$ cat src/rtl/core/uksort_pkg.sv
// Shared constants and types for the unsigned key sorter.
`timescale 1ns / 1ps
package uksort_pkg;

  localparam int MAX_KEYS = 64;
  localparam int KEY_BITS = 32;
  localparam int ADDR_W   = $clog2(MAX_KEYS);
  localparam int CNT_W    = $clog2(MAX_KEYS + 1);

  typedef struct packed {
    logic [31:0] key_value;
    logic        last_key;
  } in_item_t;

  typedef struct packed {
    logic [31:0] sorted_key;
    logic        end_of_run;
    logic        overflow;
  } out_item_t;

  typedef struct packed {
    logic accept_key;
    logic set_drop;
    logic rd_prev;
    logic shift;
    logic place;
    logic rd_out;
    logic next_out;
    logic clear;
  } uks_cmd_t;

  typedef struct packed {
    logic full;
    logic idx_zero;
    logic greater;
    logic out_last;
  } uks_status_t;

  typedef enum logic [5:0] {
    S_IDLE   = 6'b000001,
    S_CHECK  = 6'b000010,
    S_COMP   = 6'b000100,
    S_PLACE  = 6'b001000,
    S_OUT_RD = 6'b010000,
    S_OUT    = 6'b100000
  } uks_state_t;

endpackage

$ cat src/rtl/core/uksort_ctrl.sv
// Controller state machine for the unsigned key sorter.
`timescale 1ns / 1ps
module uksort_ctrl (
  input  logic                    clk,
  input  logic                    rst,
  input  logic                    in_valid,
  input  logic                    in_last,
  output logic                    in_ready,
  output logic                    out_valid,
  input  logic                    out_ready,
  input  uksort_pkg::uks_status_t st,
  output uksort_pkg::uks_cmd_t    cmd
);
  import uksort_pkg::*;

  uks_state_t state, state_next;
  logic       last_pend, last_pend_next;
  logic       in_xfer, out_xfer;

  assign in_ready  = (state == S_IDLE);
  assign out_valid = (state == S_OUT);
  assign in_xfer   = in_valid && in_ready;
  assign out_xfer  = out_valid && out_ready;

  always_comb begin
    state_next     = state;
    last_pend_next = last_pend;
    cmd            = '0;
    case (state)
      S_IDLE: begin
        if (in_xfer) begin
          if (st.full) begin
            cmd.set_drop = 1'b1;
            if (in_last) begin
              state_next = S_OUT_RD;
            end
          end else begin
            cmd.accept_key = 1'b1;
            last_pend_next = in_last;
            state_next     = S_CHECK;
          end
        end
      end
      S_CHECK: begin
        if (st.idx_zero) begin
          state_next = S_PLACE;
        end else begin
          cmd.rd_prev = 1'b1;
          state_next  = S_COMP;
        end
      end
      S_COMP: begin
        if (st.greater) begin
          cmd.shift  = 1'b1;
          state_next = S_CHECK;
        end else begin
          state_next = S_PLACE;
        end
      end
      S_PLACE: begin
        cmd.place  = 1'b1;
        state_next = last_pend ? S_OUT_RD : S_IDLE;
      end
      S_OUT_RD: begin
        cmd.rd_out = 1'b1;
        state_next = S_OUT;
      end
      S_OUT: begin
        if (out_xfer) begin
          if (st.out_last) begin
            cmd.clear  = 1'b1;
            state_next = S_IDLE;
          end else begin
            cmd.next_out = 1'b1;
            state_next   = S_OUT_RD;
          end
        end
      end
      default: state_next = S_IDLE;
    endcase
  end

  always_ff @(posedge clk) begin
    if (rst) begin
      state     <= S_IDLE;
      last_pend <= 1'b0;
    end else begin
      state     <= state_next;
      last_pend <= last_pend_next;
    end
  end

endmodule

$ cat src/rtl/core/uksort_datapath.sv
// Key memory, insertion pointers and output formatting for the key sorter.
`timescale 1ns / 1ps
module uksort_datapath (
  input  logic                    clk,
  input  logic                    rst,
  input  uksort_pkg::in_item_t    in_data,
  input  uksort_pkg::uks_cmd_t    cmd,
  output uksort_pkg::uks_status_t st,
  output uksort_pkg::out_item_t   out_data
);
  import uksort_pkg::*;

  logic [KEY_BITS-1:0] mem [MAX_KEYS];
  logic [KEY_BITS-1:0] key;
  logic [KEY_BITS-1:0] rd_data;
  logic [ADDR_W-1:0]   idx;
  logic [ADDR_W-1:0]   oidx;
  logic [CNT_W-1:0]    count;
  logic                dropped;
  logic [ADDR_W-1:0]   rd_addr;

  assign rd_addr     = cmd.rd_out ? oidx : idx - ADDR_W'(1);
  assign st.full     = (count == CNT_W'(MAX_KEYS));
  assign st.idx_zero = (idx == '0);
  assign st.greater  = (rd_data > key);
  assign st.out_last = ((CNT_W'(oidx) + CNT_W'(1)) == count);

  assign out_data.sorted_key = 32'(rd_data);
  assign out_data.end_of_run = st.out_last;
  assign out_data.overflow   = dropped;

  always_ff @(posedge clk) begin
    if (cmd.rd_prev || cmd.rd_out) begin
      rd_data <= mem[rd_addr];
    end
    if (cmd.shift) begin
      mem[idx] <= rd_data;
    end else if (cmd.place) begin
      mem[idx] <= key;
    end
    if (cmd.accept_key) begin
      key <= in_data.key_value[KEY_BITS-1:0];
    end
  end

  always_ff @(posedge clk) begin
    if (rst) begin
      idx     <= '0;
      oidx    <= '0;
      count   <= '0;
      dropped <= 1'b0;
    end else begin
      if (cmd.accept_key) begin
        idx <= count[ADDR_W-1:0];
      end else if (cmd.shift) begin
        idx <= idx - ADDR_W'(1);
      end
      if (cmd.place) begin
        count <= count + CNT_W'(1);
      end
      if (cmd.set_drop) begin
        dropped <= 1'b1;
      end
      if (cmd.next_out) begin
        oidx <= oidx + ADDR_W'(1);
      end
      if (cmd.clear) begin
        count   <= '0;
        dropped <= 1'b0;
        oidx    <= '0;
      end
    end
  end

endmodule

$ cat src/rtl/core/unsigned_key_sorter_unit.sv
// Top level of the unsigned key sorter.
// Keys are collected into a 64-entry memory, each inserted into sorted position as it
// arrives by a read, compare and write loop on the single key memory that moves every
// larger stored key up one place; the next key is not taken until that insertion is done.
// A key that arrives while the memory is full is dropped. After the key marked last, the
// batch is delivered in ascending order; no key is taken while results are being
// delivered. Keys beyond 64 are dropped and flag overflow on every result of that
// batch.
`timescale 1ns / 1ps
module unsigned_key_sorter_unit (
  input  logic                  clk,
  input  logic                  rst,
  input  logic                  in_valid,
  output logic                  in_ready,
  input  uksort_pkg::in_item_t  in_data,
  output logic                  out_valid,
  input  logic                  out_ready,
  output uksort_pkg::out_item_t out_data
);
  import uksort_pkg::*;

  uks_cmd_t    cmd;
  uks_status_t st;

  uksort_ctrl u_ctrl (
    .clk       (clk),
    .rst       (rst),
    .in_valid  (in_valid),
    .in_last   (in_data.last_key),
    .in_ready  (in_ready),
    .out_valid (out_valid),
    .out_ready (out_ready),
    .st        (st),
    .cmd       (cmd)
  );

  uksort_datapath u_dp (
    .clk      (clk),
    .rst      (rst),
    .in_data  (in_data),
    .cmd      (cmd),
    .st       (st),
    .out_data (out_data)
  );

endmodule

$ cat config.mk
export PLATFORM = sky130hd
export DESIGN_NAME = unsigned_key_sorter_unit
export DESIGN_NICKNAME = d
export VERILOG_FILES = /design/src/rtl/core/uksort_pkg.sv /design/src/rtl/core/uksort_ctrl.sv /design/src/rtl/core/uksort_datapath.sv /design/src/rtl/core/unsigned_key_sorter_unit.sv
export SDC_FILE = /design/constraint.sdc
export NUM_CORES = 2
export LEC_CHECK = 0
export BUFFER_PORTS_ARGS = -buffer_cell sky130_fd_sc_hd__buf_4
export CORE_ASPECT_RATIO = 1.1
export CORE_UTILIZATION = 25
export DETAILED_ROUTE_END_ITERATION = 10
export GPL_ROUTABILITY_DRIVEN = 1
export PLACE_DENSITY = 0.43
export SETUP_SLACK_MARGIN = 0.3
export SLEW_MARGIN = 20
export SYNTH_ARGS = -nofsm -noshare
export SYNTH_HDL_FRONTEND = slang
export SYNTH_SLANG_ARGS = --single-unit
$ cat constraint.sdc
create_clock -name clk -period 6.5 [get_ports clk]
set_clock_uncertainty 0.15 [all_clocks]
set_input_delay 0.325 -clock clk [delete_from_list [all_inputs] [get_ports clk]]
set_output_delay 0.325 -clock clk [all_outputs]
set_load 0.02 [all_outputs]
==> flow_summary.yaml <==
place:
  place_congestion: 0.813
  place.port_buffers: 72
  dp_hpwl_um: 158000
critical_path:
  critPathMaxFanout: 18
  cp-start-kind: "flop"
  crit_type: "flop to flop"
  crit_path_end_kind: "flop"
  cp_data_arrival_time_ps: 5680
  worstPathRequired_ps: 6940
global_routing:
  grt_usage_pct: 15.5
  grt_pass1_wl_um: 382000
  grt_max_degree: 141
  grt_pass1_vias: 49867
  antenna_found_initial: 30
  overflow: 0
worst_hold_path:
  hp-class: "primary input to flop"
timing:
  hold_violations: 0
  fin_crit_ps: 5240
  finalSetupTns_ps: 0
  hold_slack_ps: 48.1
  tightestPinTransition_ps: 1160
  slew-limit-headroom_pct: 22.5
  min_period_over_period_pct: 80.7
  final_max_slew_viol_count: 0
  timing.fmax_mhz: 191
  rsz0062_at_grt: "no"
  setup_viol: 0
drt:
  vias_per_cell: 4.82
  first_pass_iters: 5
  ant_nets: 0
  dr.first_iter.drc_count: 4916
  num_vias: 50306
  drc: 0
  wl_per_cell_um: 25.8
  wl_um: 269000
logic_synthesis:
  synthTopCellsByArea: "edfxtp_1, nand2_1, mux4_2"
  synth_area_mm2: 0.0845
  synth_warnings: 0
  syn_inst: 5480
  synth_edf_count: 2112
  synth-seq-cells: 2139
  syn-num-nets: 5554
  synthXorXnorAreaFrac_pct: 0.218
  synth_top_area_share_pct: 75.0
  async_flop_share_pct: 0
  synth_largest_area_cell: "edfxtp_1"
  synth_seq_area_share_pct: 75.7
  muxShareOfSynthArea_pct: 4.23
  synthFlopType: "edfxtp_1"
  synth-adder-area-share_pct: 0.548
  synth_simple_gate_area_share_pct: 9.21
  synth_top_family_by_area: "simple AND/OR/NAND/NOR gates"
  synth.avg_cell_area_um2: 15.4
  synth-compound-area-share_pct: 7.84
  synth_cell_type_count: 61
clock_network:
  clock-sinks: 2139
  path_clk_slew_ps: 60
  cts_buffers: 233
  ctsLongestPathBuffers: 4
  root_buffer: "clkbuf_16"
  clock_latency_ps: 900
  ctsHtreeMaxLevel: 4
  cts_tree: "yes"
floorplan:
  rows: 223
  die_area_mm2: 0.340
  die_h_um: 612
  start_util_pct: 25.2
  coreArea_mm2: 0.336
  boundaryPins: 73
  die_w_um: 556
layout:
  fill_cells: 33311
  final_core_utilization_pct: 30.0
  drive_gt1_share_pct: 15.6
  multi_input_area_mm2: 0.0197
  finish.net_count: 5814
  register_area_mm2: 0.0640
  area_growth_pct: 19.3
pwr:
  power-per-cell-area_mw_per_mm2: 440
  totalPowerFinal_mw: 44.4
  p_leak_nw: 32.8
  vdd_ir_drop_max_mv: 0.592
flow_run:
  cap_violations: 0
status:
  status: "completed"
## cells in the final DEF (no fill, tap or decap), types with 6 or more instances in the layout
cell,netlist,routed
nand4_1,6,6
a31oi_1,290,290
o21ai_4,0,33
nand2_1,961,955
inv_1,47,46
a21oi_1,19,19
nor2b_1,6,6
xor2_1,6,6
diode_2,0,10
nor2_4,0,65
nor3_1,11,10
a211oi_1,355,353
and2_1,11,9
nand3_1,145,139
a21o_1,10,10
mux2i_1,68,68
mux4_2,128,128
buf_12,0,50
clkinvlp_4,0,8
clkinv_1,0,61
o22ai_1,131,131
clkinv_2,0,40
and3_1,356,356
or4_1,33,33
bufinv_16,0,25
clkbuf_16,0,236
buf_4,22,295
a22o_1,32,32
nand3_2,0,6
clkbuf_1,234,41
ha_1,37,37
nor4_1,34,34
dlygate4sd3_1,0,69
o21ai_0,48,16
xnor2_1,15,15
edfxtp_1,2112,2112
a221oi_1,33,33
nor2_1,97,32
dfxtp_1,27,27
## final timing paths
check                    from              end  slack, ps  cells past startpoint
min reg2reg      u_dp.dropped     u_dp.dropped        340                      2
max          u_dp.rd_data[14]  u_dp.mem[3][10]       1260                     12
min                in_data[6]      u_dp.key[5]         50                      2
max reg2reg  u_dp.rd_data[14]  u_dp.mem[3][10]       1260                     12
## flip-flops by register name, summed over array words and instances, names as in the netlist
signal	flops
u_ctrl.last_pend	1
u_dp.key	32
u_dp.dropped	1
u_dp.oidx	6
u_dp.count	7
u_dp.rd_data	32
u_dp.idx	6
u_dp.mem	2048
u_ctrl.state	6
## synthesized netlist by cell type, types with 6 or more instances
| library cell | number |
|---|---|
| inv_1 | 47 |
| nor2_1 | 97 |
| buf_1 | 25 |
| a21o_1 | 10 |
| and2_1 | 11 |
| a211oi_1 | 355 |
| nand3_1 | 145 |
| mux2i_1 | 68 |
| a31oi_1 | 290 |
| nor4_1 | 34 |
| a221oi_1 | 33 |
| o21ai_0 | 48 |
| nor3_1 | 11 |
| a22o_1 | 32 |
| nand2_1 | 961 |
| edfxtp_1 | 2112 |
| or3_1 | 6 |
| and3_1 | 356 |
| buf_2 | 105 |
| mux4_2 | 128 |
| clkbuf_1 | 234 |
| o22ai_1 | 131 |
| nand4_1 | 6 |
| or4_1 | 33 |
| ha_1 | 37 |
| buf_4 | 22 |
| a21oi_1 | 19 |
| nor2b_1 | 6 |
| dfxtp_1 | 27 |
| xor2_1 | 6 |
| xnor2_1 | 15 |
| buf_6 | 7 |
## cells by family (layout without fill, tap and decap cells)
family,Yosys count,in the layout
AO/OA/AOI/OAI,959,959
XOR/XNOR,21,21
adder cells (fa/ha/maj),37,37
buffers and inverters,440,881
flip-flops,2139,2139
multiplexers,197,197
other,0,10
AND/OR/NAND/NOR,1687,1687
## repair_timing
action | in CTS | in global routing
endpoints found under the hold margin | 50 | 0
buffers inserted | 0 | 0
setup endpoints to repair | 0 | 0
resized for setup | 0 | 0
hold buffers | 69 | 0
## layout make-up
cell class	count	area share [%]
multi-input cells	2901	19.5
clock inverters	139	1.29
inverters	47	0.175
repair buffers	418	3.98
well taps	4500	5.58
flip-flops and latches	2139	63.4
clock buffers	277	6.01
diodes	10	0.0248
## per-layer routing
| metal | part of all wire (%) | global-route usage, % | vias to the layer above |
|---|---|---|---|
| li1 | - | - | 22075 |
| met1 | 46 | 21.9 | 26495 |
| met2 | 47 | 24.8 | 1424 |
| met3 | 6.0 | 2.64 | 308 |
| met4 | 1.8 | 3.12 | 4 |
| met5 | 0.012 | 0 | - |
## critical path: stages (launching register included)
cell and delay, ps:
edfxtp_1 640, ha_1 430, and3_1 220, nand3_1 270, nor2_1 260, o21a_1 200, o31ai_1 140, a211oi_2 770
buf_4 310, o211ai_1 340, buf_4 350, nor2_4 530, buf_12 260
## where the power goes
| group | total (mW) | switching (mW) | internal (mW) |
|---|---|---|---|
| combinational | 15.8 | 10.8 | 5.06 |
| clock | 13.0 | 5.47 | 7.58 |
| sequential | 15.5 | 0.0639 | 15.5 |
## stage by stage
step	cell area [um^2]	instances	worst slack [ps]
after global routing	101000	10423	1090
after CTS	101000	10417	1250
after detailed placement	92600	9932	1290
final	101000	10431	1260
after global placement	92600	9928	1270
after floorplan	84500	5480	1780
Note: power is estimated with default switching activity, not from simulation.
